**src/rtl/core/rcm_pkg.sv**
```systemverilog
// shared types and constants of the rgba color matrix
package rcm_pkg;

	// pixel channels and matrix shape
	localparam int CHAN_W    = 8;
	localparam int ROWS      = 4;
	localparam int NUM_TERMS = 5;
	localparam int REG_W     = 60;
	localparam int CFG_DATA_W = 64;
	localparam int CFG_IDX_W  = 3;

	// constant channel fed to the last matrix column
	localparam logic [CHAN_W-1:0] BIAS_CHAN = 8'd255;
	localparam logic [CHAN_W-1:0] CHAN_MAX  = 8'd255;

	// register indexes
	localparam logic [CFG_IDX_W-1:0] CFG_RED_ROW   = 3'd0;
	localparam logic [CFG_IDX_W-1:0] CFG_GREEN_ROW = 3'd1;
	localparam logic [CFG_IDX_W-1:0] CFG_BLUE_ROW  = 3'd2;
	localparam logic [CFG_IDX_W-1:0] CFG_ALPHA_ROW = 3'd3;

	// one rgba pixel
	typedef struct packed {
		logic [CHAN_W-1:0] red;
		logic [CHAN_W-1:0] green;
		logic [CHAN_W-1:0] blue;
		logic [CHAN_W-1:0] alpha;
	} pix_t;

endpackage

```
**src/rtl/core/rcm_ifs.sv**
```systemverilog


// result pixel channel
interface rcm_pix_out_if;
	logic                      valid;
	logic                      ready;
	logic [rcm_pkg::CHAN_W-1:0] red_out;
	logic [rcm_pkg::CHAN_W-1:0] green_out;
	logic [rcm_pkg::CHAN_W-1:0] blue_out;
	logic [rcm_pkg::CHAN_W-1:0] alpha_out;

	modport source (output valid, red_out, green_out, blue_out, alpha_out, input ready);
	modport sink (input valid, red_out, green_out, blue_out, alpha_out, output ready);
endinterface


```
**src/rtl/core/rcm_clamp.sv**
```systemverilog
// output stage: clamps the row sums, drops the fraction, holds the result
module rcm_clamp #(
	parameter int SUM_W          = 23,
	parameter int COEF_FRAC_BITS = 8
) (
	input  logic                                clk,
	input  logic                                arst_n,
	input  logic                                up_valid,
	output logic                                up_ready,
	input  logic [rcm_pkg::ROWS-1:0][SUM_W-1:0] sum_up,
	rcm_pix_out_if.source                       pix_out
);

	localparam int WHOLE_W = SUM_W - COEF_FRAC_BITS;

	logic                                         valid_q;
	logic [rcm_pkg::ROWS-1:0][rcm_pkg::CHAN_W-1:0] chan_q;
	logic [rcm_pkg::ROWS-1:0][rcm_pkg::CHAN_W-1:0] chan_next;
	logic                                         advance;

	assign advance  = !valid_q || pix_out.ready;
	assign up_ready = advance;

	// negative or zero goes to 0, 256.0 and above to 255, else floor
	always_comb begin
		logic signed [SUM_W-1:0]   s;
		logic        [WHOLE_W-1:0] whole;
		s = '0;
		whole = '0;
		for (int r = 0; r < rcm_pkg::ROWS; r++) begin
			s = $signed(sum_up[r]);
			whole = WHOLE_W'(s >>> COEF_FRAC_BITS);
			if (s <= 0) begin
				chan_next[r] = '0;
			end else if (whole > WHOLE_W'(rcm_pkg::CHAN_MAX)) begin
				chan_next[r] = rcm_pkg::CHAN_MAX;
			end else begin
				chan_next[r] = whole[rcm_pkg::CHAN_W-1:0];
			end
		end
	end

	// result valid
	always_ff @(posedge clk or negedge arst_n) begin
		if (!arst_n) begin
			valid_q <= 1'b0;
		end else if (advance) begin
			valid_q <= up_valid;
		end
	end

	// result payload
	always_ff @(posedge clk) begin
		if (advance && up_valid) begin
			chan_q <= chan_next;
		end
	end

	assign pix_out.valid     = valid_q;
	assign pix_out.red_out   = chan_q[0];
	assign pix_out.green_out = chan_q[1];
	assign pix_out.blue_out  = chan_q[2];
	assign pix_out.alpha_out = chan_q[3];

endmodule

```
**src/flat_wrapper.sv**
```systemverilog
// flat-port wrapper written by rule: the top's interface ports become plain ports
module rcm_clamp_flat 
#(
	parameter int SUM_W          = 23,
	parameter int COEF_FRAC_BITS = 8
)
  (clk, arst_n, up_valid, up_ready, sum_up, pix_out_valid, pix_out_red_out, pix_out_green_out, pix_out_blue_out, pix_out_alpha_out, pix_out_ready);
  rcm_pix_out_if pix_out_i ();
  input  logic clk;
  input  logic arst_n;
  input  logic up_valid;
  output logic up_ready;
  input  logic [rcm_pkg::ROWS-1:0][SUM_W-1:0] sum_up;
  output wire logic [$bits(pix_out_i.valid)-1:0] pix_out_valid;
  output wire logic [$bits(pix_out_i.red_out)-1:0] pix_out_red_out;
  output wire logic [$bits(pix_out_i.green_out)-1:0] pix_out_green_out;
  output wire logic [$bits(pix_out_i.blue_out)-1:0] pix_out_blue_out;
  output wire logic [$bits(pix_out_i.alpha_out)-1:0] pix_out_alpha_out;
  input wire logic [$bits(pix_out_i.ready)-1:0] pix_out_ready;
  assign pix_out_valid = pix_out_i.valid;
  assign pix_out_red_out = pix_out_i.red_out;
  assign pix_out_green_out = pix_out_i.green_out;
  assign pix_out_blue_out = pix_out_i.blue_out;
  assign pix_out_alpha_out = pix_out_i.alpha_out;
  assign pix_out_i.ready = pix_out_ready;
  rcm_clamp #(.SUM_W(SUM_W), .COEF_FRAC_BITS(COEF_FRAC_BITS)) u_core (.clk(clk), .arst_n(arst_n), .up_valid(up_valid), .up_ready(up_ready), .sum_up(sum_up), .pix_out(pix_out_i));
endmodule
```
**config.mk**
```make
export PLATFORM = sky130hd
export DESIGN_NAME = rcm_clamp_flat
export DESIGN_NICKNAME = d
export VERILOG_FILES = /design/src/rtl/core/rcm_pkg.sv /design/src/rtl/core/rcm_ifs.sv /design/src/rtl/core/rcm_clamp.sv /design/src/flat_wrapper.sv
export SDC_FILE = /design/constraint.sdc
export NUM_CORES = 1
export LEC_CHECK = 0
export BUFFER_PORTS_ARGS = -buffer_cell sky130_fd_sc_hd__clkbuf_2
export CAP_MARGIN = 10
export CORE_MARGIN = 1.5
export CORE_UTILIZATION = 25
export CTS_CLUSTER_SIZE = 12
export DETAILED_ROUTE_END_ITERATION = 16
export SETUP_SLACK_MARGIN = 0.15
export SLEW_MARGIN = 20
export SYNTH_ARGS = -nofsm -noshare
export SYNTH_HDL_FRONTEND = slang
export SYNTH_SLANG_ARGS = --single-unit
```
**constraint.sdc**
```tcl
create_clock -name clk -period 2.1 [get_ports clk]
set_input_delay 0.42 -clock clk [delete_from_list [all_inputs] [get_ports clk]]
set_output_delay 0.42 -clock clk [all_outputs]
set_load 0.005 [all_outputs]
```
==> impl_metrics.env <==
export IMPL_die_area_mm2=0.00632
export IMPL_cts_tree="built"
export IMPL_cap_viol_max_count=0
export IMPL_crit_path_end_kind="register"
export IMPL_cellPowerDensity_mw_per_mm2=674
export IMPL_syn_nets=212
export IMPL_cts_clk_slew_worst_paths_ps=70
export IMPL_rsz0062_at_grt="no"
export IMPL_grt_pass1_wl_um=5280
export IMPL_grt_pass1_vias=1168
export IMPL_antenna_found_initial=0
export IMPL_drt_total_wl_um=3390
export IMPL_diodes=0
export IMPL_pwr_share_clk=0.312
export IMPL_clk_insertion_delay_late_ps=280
export IMPL_synth_area_leaders="edfxtp_1 66%, a21oi_1 11%, nor3_1 11%"
export IMPL_final_common_cell="clkbuf_2"
export IMPL_swShare=0.231
export IMPL_design_area_mm2=0.00208
export IMPL_hold_ws_ps=343
export IMPL_ant_nets=0
export IMPL_die_h_um=79.5
export IMPL_grt_max_degree=33
export IMPL_switching_power_uw=323
export IMPL_synth_area_per_cell_um2=12.6
export IMPL_final_nets=306
export IMPL_cts_resized=0
export IMPL_htree_levels=2
export IMPL_leakage_uw=0.000866
export IMPL_synth_top_area_share=0.657
export IMPL_whs_endpoint="u_core.pix_out.valid"
export IMPL_internal_power_uw=1080
export IMPL_synth_area_mm2=0.00146
export IMPL_period_share=0.641
export IMPL_start_util=0.262
export IMPL_cts_max_path_buffers=2
export IMPL_reg2reg_slack_ps=750
export IMPL_post_cts_buffers=0
export IMPL_syn_inst=116
export IMPL_fillerInstances=574
export IMPL_gr_total_overflow=0
export IMPL_die_x_um=79.5
export IMPL_status="completed"
export IMPL_finalSetupViolations=0
export IMPL_p_seq_frac=0.554
export IMPL_track_usage=0.113
export IMPL_finClkSkew_ps=5.51
export IMPL_crit_arrival_ps=1280
export IMPL_detailed_place_hpwl_um=2620
export IMPL_ys_seq_area_frac=0.674
export IMPL_synth_top_area_cell="edfxtp_1"
export IMPL_fmax_ghz=0.743
export IMPL_rr_startpoint="u_core.pix_out.valid"
export IMPL_ys_warnings_count=0
export IMPL_min_period_ps=1350
export IMPL_cts_root_buf="clkbuf_8"
export IMPL_ios=130
export IMPL_portBuffers=97
export IMPL_cts_hold_buffers=1
export IMPL_reg2reg_to="u_core.pix_out.red_out[3]"
export IMPL_viasPerCell=4.49
export IMPL_gp_congestion=0.679
export IMPL_synth_cell_types=10
export IMPL_placement_rows=27
export IMPL_finalHoldViolCount=0
export IMPL_drc_errors=0
export IMPL_numCtsBuffers=5
export IMPL_ys_ff_latch=33
export IMPL_firstDrtPassIters=4
export IMPL_finalMaxSlewViolations=0
export IMPL_worstHoldPathType="input pin to register"
export IMPL_worst_setup_path_start_kind="register"
export IMPL_peakVddDrop_v=0.000233
export IMPL_drtIter0Drc=43
export IMPL_routedWlPerCell_um=12.0
export IMPL_crit_type="register to register"
export IMPL_multi_input_area_um2=424
export IMPL_p_comb_frac=0.134
export IMPL_layout_common_cells="97 x clkbuf_2, 32 x nor3_1, 32 x a21oi_1, 32 x edfxtp_1, 5 x clkbuf_8"
export IMPL_cts_sinks=33
export IMPL_post_dp_cell_area_mm2=0.00199
export IMPL_core_mm2=0.00557
export IMPL_vias=1265
export IMPL_crit_path_max_fanout=32
export IMPL_hold_depth=2
export IMPL_worstRegToRegCells=3
export IMPL_slew_headroom=0.679
export IMPL_required_ps=2030
export IMPL_syn2layout_area_growth_pct=42.2
export IMPL_seqCellArea_um2=986
export IMPL_hp_start="up_valid"
export IMPL_tns_ps=0
export IMPL_layout_drive_gt1_share=0.510
export IMPL_tightest_slew_ps=478
Yosys cell counts, drive strengths merged:
cell    number
clkbuf       2
nor4         4
buf         10
nand2b       2
and2         1
nor3        32
a21oi       32
dfrtp        1
edfxtp      32
worst max-delay path, cell delays in order, from the launching register on:
cell	delay (ps)
dfrtp_1	380
nand2b_1	100
and2_1	130
buf_4	360
state kept, by name, summed over array words and instances, names as in the netlist:
register and flops:
u_core.pix_out.red_out 8, u_core.pix_out.alpha_out 8, u_core.pix_out.valid 1, u_core.pix_out.blue_out 8, u_core.pix_out.green_out 8
power groups by stage:
stage / clock, µW / sequential [µW] / combinational (µW)
final: 437 / 777 / 188
after global routing: 486 / 779 / 211
after CTS: 454 / 778 / 192
after detailed placement: 0 / 791 / 190
after global placement: 0 / 790 / 188
after floorplan: 0 / 796 / 71.9
stage by stage:
stage	util	power [µW]	setup WS (ps)	cells
after floorplan	-	868	334	116
after global placement	0.358	977	614	274
after detailed placement	0.358	981	605	274
after CTS	0.373	1420	741	282
after global routing	0.373	1480	640	282
final	0.373	1400	754	282
area by class of cell:
class                      count  area share
clock buffer                   6      0.0349
clock inverter                 1     0.00181
multi-input combinational     71       0.204
sequential                    33       0.474
tap                           72      0.0433
timing repair buffer          99       0.242
how the worst max path moves through the flow:
stage	from	to	slack (ps)	depth (start not counted)
2_1_floorplan	pix_out_ready	u_core.pix_out.alpha_out[0]	330	2
3_3_place_gp	pix_out_ready	u_core.pix_out.red_out[6]	610	4
3_5_place_dp	pix_out_ready	u_core.pix_out.red_out[6]	610	4
4_1_cts	u_core.pix_out.valid	u_core.pix_out.red_out[6]	740	3
5_1_grt	u_core.pix_out.valid	u_core.pix_out.red_out[3]	640	3
6_report	u_core.pix_out.valid	u_core.pix_out.red_out[3]	750	3
per-layer routing:
metal / vias to the layer above / global-route usage / routed length, µm
li1: 632 / - / -
met1: 566 / 0.126 / 1350
met2: 61 / 0.189 / 1680
met3: 6 / 0.0446 / 294
met4: 0 / 0.0526 / 60
met5: - / 0 / 0
cell families (layout without fill, tap and decap cells):
kind of cell / count (synthesis) / count (layout) / synth area share
AOI/OAI and AO/OA: 32 / 32 / 0.109
and+or+nand+nor: 39 / 39 / 0.180
DFF: 33 / 33 / 0.674
buffers and inverters: 12 / 106 / 0.0359
Power figures use the tool's default switching activity.
