$ cat src/rtl/core/rcm_pkg.sv
// shared types and constants of the rgba color matrix
package rcm_pkg;

	// pixel channels and matrix shape
	localparam int CHAN_W    = 8;
	localparam int ROWS      = 4;
	localparam int NUM_TERMS = 5;
	localparam int REG_W     = 60;
	localparam int CFG_DATA_W = 64;
	localparam int CFG_IDX_W  = 3;

	// constant channel fed to the last matrix column
	localparam logic [CHAN_W-1:0] BIAS_CHAN = 8'd255;
	localparam logic [CHAN_W-1:0] CHAN_MAX  = 8'd255;

	// register indexes
	localparam logic [CFG_IDX_W-1:0] CFG_RED_ROW   = 3'd0;
	localparam logic [CFG_IDX_W-1:0] CFG_GREEN_ROW = 3'd1;
	localparam logic [CFG_IDX_W-1:0] CFG_BLUE_ROW  = 3'd2;
	localparam logic [CFG_IDX_W-1:0] CFG_ALPHA_ROW = 3'd3;

	// one rgba pixel
	typedef struct packed {
		logic [CHAN_W-1:0] red;
		logic [CHAN_W-1:0] green;
		logic [CHAN_W-1:0] blue;
		logic [CHAN_W-1:0] alpha;
	} pix_t;

endpackage

$ cat src/rtl/core/rcm_cell.sv
// one matrix column cell: adds its column term to four running row sums
module rcm_cell #(
	parameter int COEF_WIDTH = 12,
	parameter int SUM_W      = 23,
	parameter int TERM       = 0
) (
	input  logic                                          clk,
	input  logic                                          arst_n,
	input  logic                                          up_valid,
	output logic                                          up_ready,
	input  rcm_pkg::pix_t                                 pix_up,
	input  logic [rcm_pkg::ROWS-1:0][SUM_W-1:0]           sum_up,
	input  logic [rcm_pkg::ROWS-1:0][COEF_WIDTH-1:0]      coef,
	input  logic                                          dn_ready,
	output logic                                          dn_valid,
	output rcm_pkg::pix_t                                 pix_dn,
	output logic [rcm_pkg::ROWS-1:0][SUM_W-1:0]           sum_dn
);

	localparam int PROD_W = COEF_WIDTH + rcm_pkg::CHAN_W + 1;

	logic                                valid_s1;
	rcm_pkg::pix_t                       pix_s1;
	logic [rcm_pkg::ROWS-1:0][SUM_W-1:0] sum_s1;
	logic [rcm_pkg::CHAN_W-1:0]          chan;
	logic [rcm_pkg::ROWS-1:0][SUM_W-1:0] sum_next;
	logic                                advance;

	// stage takes a transfer when empty or when it drains this cycle
	assign advance  = !valid_s1 || dn_ready;
	assign up_ready = advance;

	// channel this column multiplies
	always_comb begin
		case (TERM)
			0: chan = pix_up.red;
			1: chan = pix_up.green;
			2: chan = pix_up.blue;
			3: chan = pix_up.alpha;
			default: chan = rcm_pkg::BIAS_CHAN;
		endcase
	end

	// one small multiply and add per row
	always_comb begin
		logic signed [PROD_W-1:0] prod;
		prod = '0;
		for (int r = 0; r < rcm_pkg::ROWS; r++) begin
			prod = PROD_W'($signed(coef[r]) * $signed({1'b0, chan}));
			sum_next[r] = SUM_W'($signed(sum_up[r]) + $signed(prod));
		end
	end

	// stage valid
	always_ff @(posedge clk or negedge arst_n) begin
		if (!arst_n) begin
			valid_s1 <= 1'b0;
		end else if (advance) begin
			valid_s1 <= up_valid;
		end
	end

	// stage payload
	always_ff @(posedge clk) begin
		if (advance && up_valid) begin
			pix_s1 <= pix_up;
			sum_s1 <= sum_next;
		end
	end

	assign dn_valid = valid_s1;
	assign pix_dn   = pix_s1;
	assign sum_dn   = sum_s1;

endmodule

$ cat config.mk
export PLATFORM = sky130hd
export DESIGN_NAME = rcm_cell
export DESIGN_NICKNAME = d
export VERILOG_FILES = /design/src/rtl/core/rcm_pkg.sv /design/src/rtl/core/rcm_cell.sv
export SDC_FILE = /design/constraint.sdc
export NUM_CORES = 1
export LEC_CHECK = 0
export BUFFER_PORTS_ARGS = -buffer_cell sky130_fd_sc_hd__buf_2
export CAP_MARGIN = 40
export CORE_MARGIN = 2
export CORE_UTILIZATION = 45
export CTS_CLUSTER_SIZE = 25
export DETAILED_ROUTE_END_ITERATION = 10
export PLACE_DENSITY = 0.65
export SETUP_SLACK_MARGIN = 0.02
export SYNTH_ARGS = -nofsm -noshare
export SYNTH_HDL_FRONTEND = slang
export SYNTH_SLANG_ARGS = --single-unit
export TNS_END_PERCENT = 20
$ cat constraint.sdc
create_clock -name clk -period 5.7 [get_ports clk]
set_input_delay 0 -clock clk [delete_from_list [all_inputs] [get_ports clk]]
set_output_delay 0 -clock clk [all_outputs]
set_load 0.01 [all_outputs]
==> run metrics, run 1 <==
status=finished clean; most used flip-flop cell after synthesis=edfxtp_1; register area share after synthesis=about 17%; Synth cell types=59; share of layout cells above drive strength 1=14.8%; Metal-1 WL=around 21 mm; switching share of power=47.5%; DIE HEIGHT=approximately 220 um; most frequent cells in the layout=575 x inv_1, 396 x fa_1, 301 x buf_2, 233 x nand2_1, 204 x ha_1; postcts setup bufs=0; hold buffers post-CTS=39; internal power=roughly 8.4 mW; sequential group share of total power=a little over an eighth; Rel. slew slack=about 49%; P_leak=roughly 13 nW; Final Util=between 50% and 60%; PortBufs=around 300; Initial Utilization=45.9%; Final WS setup=between 0.6 and 0.7 ns; clock transition at the registers of the reported paths=around 0.06 ns; TritonCTS clock tree=yes; pwr dens=about 640 mW/mm^2; Overall Power=between 15 and 20 mW; via count=approximately 16,000; Tightest Pin Transition=about 0.77 ns; Synth async-reset ratio=less than 1%; Detail Route Antenna Nets=0; Finish-stage setup viols=0; drc violations=0; final period utilization=roughly 89%; DRT iter0 DRCs=a little over 800; syn_area_per_cell=9.78 um^2; Pre-antenna DRT Iters=7; final WL=47.3 mm; Net Count, Synth=approximately 3,000; crit end category=register; Ys Warns=0; global placement routability congestion=between 0.8 and 0.9; sw power=between 7 and 8 mW; first-pass GRT wire length=~82 mm; Crit Path Max Fanout=24; antenna violations before repair=4; number of fill cells=approximately 4,200; # rows=79; critical path arrival=about 5.3 ns; startpoint class of the critical path=primary input; Place WS=0.256 ns; routed wl met2=24.1 mm; GRT overflow=0; min cycle time layout=5.07 ns; Max Used Layer=met5; Worst VDD drop=~0.65 mV; Final Hold Fails=0; skew final=roughly 0.013 ns; FMAX=a little under 0.2 GHz; gr usage total=20.5%; RSZ-0062 raised after global routing=false; Synth Register Bits=approximately 130; max-slew violations=0; Vias/cell=approximately 5; # resized after CTS=0; share of total power in combinational logic=slightly below 80%; clock power share=approximately 7.3%; commonest non-fill, non-tap cell in the layout=inv_1; fin nets=around 3,300; Sink Count=between 100 and 150; H-tree depth=4; number of synthesized flops with an enable pin=124; setup TNS=0 ns; clk_lat worst skew=~0.47 ns; Worst Hold Path Cells=3; CP max stage delay=0.53 ns; cells on worst reg2reg path=4; # Max-Cap Violations=0; Die X=approximately 220 um; Area growth syn-to-layout=15.9%; Die ar.=0.0494 mm^2; Wirelength per Cell=about 15 um; cells after synthesis=roughly 2,200; critical-path cell list=dlygate4sd3_1 > buf_2 > buf_12 > and2_1 > ha_1 > inv_1 > fa_1 > inv_1 > fa_1 > fa_1 > inv_1 > fa_1 > inv_1 > ha_1 > a211oi_1 > o211ai_1 > a22oi_1 > a21oi_1 > a211o_1 > a21oi_1 > xnor2_1; Boundary Pins=about 300; Core Area=roughly 0.047 mm^2; critical path required time=about 5.9 ns; deepest clock path buffer count=2; met3 WL=2.00 mm; slowest library cell on the worst path=dlygate4sd3_1; Hold WC Path Type=primary input to register; Crit path max-delay family=adder cells; pin count of the biggest net entering global routing=70; root buf cell=clkbuf_16; Synth Cell Area=roughly 0.021 mm^2; Setup CP Type=primary input to register; WP buf/inv=7; detailed placer's ending HPWL=around 39 mm; Crit path depth=21; Num CTS Buffers=17; vias in the first global route=roughly 17,000
## per-stage QoR
stage	cell area [um^2]	std cells	hold slack, ns
2_1_floorplan	21400	2194	-0.296
3_3_place_gp	23800	3082	-0.224
3_5_place_dp	23800	3083	-0.220
4_1_cts	24800	3154	0.00242
5_1_grt	24800	3155	0.0273
6_report	24900	3157	0.0545
## Yosys cell counts (2+ instances only)
library cell / number / area, um^2
a2111o_1: 2 / 22.5
a211o_1: 3 / 26.3
a211oi_1: 12 / 90.1
a21o_1: 40 / 300
a21oi_1: 72 / 360
a221o_1: 2 / 20.0
a221oi_1: 2 / 17.5
a22oi_1: 2 / 15.0
a31oi_1: 7 / 43.8
a41oi_1: 4 / 35.0
and2_1: 181 / 1130
and3_1: 5 / 31.3
and4_1: 2 / 17.5
clkbuf_1: 53 / 199
edfxtp_1: 124 / 3720
fa_1: 396 / 7930
ha_1: 204 / 2550
inv_1: 575 / 2160
nand2_1: 233 / 875
nand2b_1: 6 / 37.5
nand3_1: 18 / 90.1
nand4_1: 8 / 50.1
nor2_1: 41 / 154
nor2b_1: 8 / 50.1
nor3_1: 9 / 45.0
nor4_1: 2 / 12.5
o211a_1: 2 / 20.0
o211ai_1: 4 / 30.0
o21a_1: 13 / 97.6
o21ai_0: 16 / 80.1
o21ai_1: 17 / 85.1
o21bai_1: 12 / 90.1
o221ai_1: 2 / 17.5
o22ai_1: 3 / 18.8
o311a_1: 2 / 20.0
o31ai_1: 4 / 30.0
xnor2_1: 68 / 596
xor2_1: 19 / 166
## power by group through the flow
stage | clock network, mW | logic, mW | registers, mW
2_1_floorplan | 0 | 9.71 | 2.33
3_3_place_gp | 0 | 12.5 | 2.14
3_5_place_dp | 0 | 12.7 | 2.15
4_1_cts | 1.21 | 12.8 | 2.13
5_1_grt | 1.24 | 14.6 | 2.16
6_report | 1.16 | 12.7 | 2.12
## cell families (layout without fill, tap and decap cells)
logic type      count (synthesis)  count (layout)  synth area share (%)
compound gates                231             231                  7.09
xor+xnor                       87              87                  3.55
fa+ha+maj                     600             600                  48.9
buf+inv                       629             982                  11.0
flops                         125             125                  17.5
other cells                     0               3                     0
simple gates                  522             522                  12.0
## layer usage
metal / vias up / global-route usage (%)
met2: 357 / 36.0
met4: 4 / 4.64
met3: 55 / 3.90
met5: - / 0
li1: 7391 / -
met1: 7970 / 26.4
## area by class of cell
class | count | area (um^2) | share of cell area (%)
multi-input combinational | 1440 | 15300 | 61.7
sequential | 125 | 3750 | 15.1
timing repair buffer | 375 | 2230 | 8.97
inverter | 575 | 2160 | 8.68
tap | 607 | 759 | 3.06
clock buffer | 18 | 439 | 1.77
clock inverter | 14 | 171 | 0.690
antenna | 3 | 7.51 | 0.0302
## path summary, 6_finish.rpt
| check | from | end | slack, ns |
|---|---|---|---|
| worst max-delay path | pix_up[30] | sum_dn[44]$_DFFE_PP_ | 0.63 |
| worst min-delay path | sum_up[48] | sum_dn[48]$_DFFE_PP_ | 0.05 |
| worst max register to register | dn_valid$_DFFE_PN0N_ | sum_dn[63]$_DFFE_PP_ | 3.56 |
| worst min register to register | dn_valid$_DFFE_PN0N_ | pix_dn[7]$_DFFE_PP_ | 1.06 |
| max in group asynchronous | arst_n | dn_valid$_DFFE_PN0N_ | 5.21 |
| min in group asynchronous | arst_n | dn_valid$_DFFE_PN0N_ | 0.38 |
## worst min-delay path, delay by kind of cell
family,cells,cell delay (ns)
adder cells (fa/ha/maj),2,0.32
buffers and inverters,1,0.09
## flip-flops by register name, indices dropped and copies added (netlist names)
name	count
sum_dn	92
dn_valid	1
pix_dn	32
No activity file was read; power rests on OpenSTA's default activity.
==> run 2: changes to the inputs <==
--- a/config.mk
+++ b/config.mk
@@ -6,7 +6,7 @@
 export NUM_CORES = 1
 export LEC_CHECK = 0
 export BUFFER_PORTS_ARGS = -buffer_cell sky130_fd_sc_hd__buf_2
-export CAP_MARGIN = 40
+export CORE_ASPECT_RATIO = 0.5
 export CORE_MARGIN = 2
 export CORE_UTILIZATION = 45
 export CTS_CLUSTER_SIZE = 25
==> run 2 against run 1 <==
- maximum frequency down 0.98%
- sequential cell count unchanged
- final area down 0.43%
- utilization down 0.44 points
- global-route usage down 0.91 points
- routed wire length down 2.3%
- sequential power about the same
- clock power about the same
- final cell count up 0.79%
- critical endpoint is now sum_dn[21]$_DFFE_PP_
==> run metrics, run 2 (synthesis gave the netlist of run 1 again) <==
Finish-stage setup viols=0 (unchanged); detailed placer's ending HPWL=38.2 mm (-3.4%); Crit Path Max Fanout=18 (-25%); Crit path max-delay family=adder cells; skew final=0.00997 ns (-0.00277 ns); Detail Route Antenna Nets=0 (unchanged); Tightest Pin Transition=0.831 ns (+0.0637 ns); pin count of the biggest net entering global routing=61 (-13%); Rel. slew slack=44.6% (-4.2 points); fin nets=3,299 (-0.33%); commonest non-fill, non-tap cell in the layout=inv_1; clock transition at the registers of the reported paths=0.06 ns (about the same); share of layout cells above drive strength 1=14.5% (-0.25 points); Initial Utilization=45.7% (-0.19 points); Most common cell on crit path=fa_1; slowest library cell on the worst path=fa_1; final WL=46.3 mm (-2.3%); antenna violations before repair=9 (+5); root buf cell=clkbuf_16; # rows=56 (-29%); WP buf/inv=5 (-2); GR met2 Demand/Resource=36.8% (+0.80 points); vias in the first global route=16,405 (-4.9%); Area growth syn-to-layout=15.4%; gr usage total=19.6% (-0.91 points); via count=15,485 (-1.9%); Die X=313 um (+41%); deepest clock path buffer count=2 (unchanged); # Max-Cap Violations=0 (unchanged); Die ar.=0.0495 mm^2 (+0.22%); H-tree depth=4 (unchanged); critical path arrival=5.30 ns (+0.02 ns); number of fill cells=4,379 (+3.1%); GRT busiest layer=met2; CP max stage delay=0.55 ns (+0.02 ns); GRT overflow=0 (unchanged); Worst VDD drop=0.428 mV (-34%); TritonCTS clock tree=yes; Vias/cell=4.87 (-2.6%); fin cells=3,182 (+0.79%); DIE HEIGHT=158 um (-29%); Core Area=0.0469 mm^2 (+0.41%); PortBufs=301 (unchanged); critical-path cell list=buf_2 > buf_4 > nand2_1 > fa_1 > inv_1 > fa_1 > fa_1 > fa_1 > inv_1 > fa_1 > inv_1 > ha_1 > a211o_1 > o311a_1 > nor4_1 > o211a_1 > a31oi_1 > xor2_1; DRT iter0 DRCs=787 (-3.3%); first-pass GRT wire length=77.8 mm (-5.0%); # resized after CTS=0 (unchanged); P_leak=12.9 nW (-0.66%); max-slew violations=0 (unchanged); placed insts=3,106 (+0.75%); clk_lat worst skew=0.44 ns (-0.03 ns); FMAX=0.195 GHz (-0.98%); M3 GR Usage=2.66% (-1.2 points); Boundary Pins=302 (unchanged); RSZ-0062 raised after global routing=false; status=finished clean; Setup CP Type=primary input to register; min cycle time layout=5.12 ns (+0.0503 ns); Num CTS Buffers=17 (unchanged); Wirelength per Cell=14.5 um (-3.1%); Hold WC Path Type=primary input to register; critical path required time=5.89 ns (-0.02 ns); Pre-antenna DRT Iters=5 (-2); Final Hold Fails=0 (unchanged); crit end category=register; max reg flops=92 (unchanged); final period utilization=89.8% (+0.88 points); met1 Usage GRT=23.8% (-2.7 points); startpoint class of the critical path=primary input; most frequent cells in the layout=575 x inv_1, 396 x fa_1, 301 x buf_2, 233 x nand2_1, 204 x ha_1; pwr dens=637 mW/mm^2 (-1.1%); global placement routability congestion=0.891 (+1.3%); drc violations=0 (unchanged); Sink Count=125 (unchanged); setup TNS=0 ns (unchanged); postcts setup bufs=0 (unchanged)
==> run 2: cell types whose count changed in the layout (fill, tap and decap cells not counted), moves of 2 or more <==
| cell | delta |
|---|---|
| inv_8 | -3 |
| diode_2 | +5 |
| clkinv_2 | +2 |
| buf_12 | -2 |
| dlygate4sd3_1 | -3 |
| buf_4 | -5 |
| clkinvlp_4 | +2 |
==> run 2: where the power goes <==
group	internal [mW]	switching, mW
registers	2.04	0.0604
logic	5.57	6.96
clock network	0.650	0.483
total	8.26	7.50
==> run 2: layer usage <==
metal  share of wire, %  vias up
met5              0.024        -
met4                1.9        2
met3                3.3       55
met2                 54      267
met1                 41     7797
li1                   -     7364
==> run 2: final timing paths <==
kind                                           start              endpoint  slack (ns)  cells after the start
worst max-delay path                      pix_up[24]  sum_dn[21]$_DFFE_PP_        0.58                     18
min in group asynchronous                     arst_n  dn_valid$_DFFE_PN0N_        0.39                      3
worst min register to register  dn_valid$_DFFE_PN0N_  sum_dn[76]$_DFFE_PP_        1.04                      2
worst min-delay path                      pix_up[28]  pix_dn[28]$_DFFE_PP_        0.04                      1
max in group asynchronous                     arst_n  dn_valid$_DFFE_PN0N_        5.21                      3
worst max register to register  dn_valid$_DFFE_PN0N_  sum_dn[18]$_DFFE_PP_        3.43                      3
==> run 2: final cells by class <==
cell class	instances	area (um^2)	area share [%]
inverters	575	2160	8.72
multi-input cells	1440	15300	62.0
diodes	8	20.0	0.0809
clock inverters	15	163	0.657
flip-flops and latches	125	3750	15.1
well taps	638	798	3.23
clock buffers	17	425	1.72
repair buffers	364	2090	8.46
==> run 2: metrics by stage <==
stage / setup slack, ns / instance area, um^2 / hold slack, ns / util [%] / total power, mW
finish: 0.583 / 24700 / 0.0412 / 52.7 / 15.8
floorplan: 0.387 / 21400 / -0.296 / - / 12.0
global route: 0.335 / 24700 / 0.0206 / 52.7 / 17.7
global placement: 0.252 / 23800 / -0.225 / 50.7 / 14.4
detailed placement: 0.161 / 23800 / -0.224 / 50.7 / 14.6
CTS: 0.639 / 24700 / 0.0201 / 52.7 / 15.8
==> run 2: repair_timing <==
action / 4_1_cts / 5_1_grt
endpoints found under the setup margin: 0 / 0
hold endpoints to repair: 34 / 0
hold buffers: 36 / 0
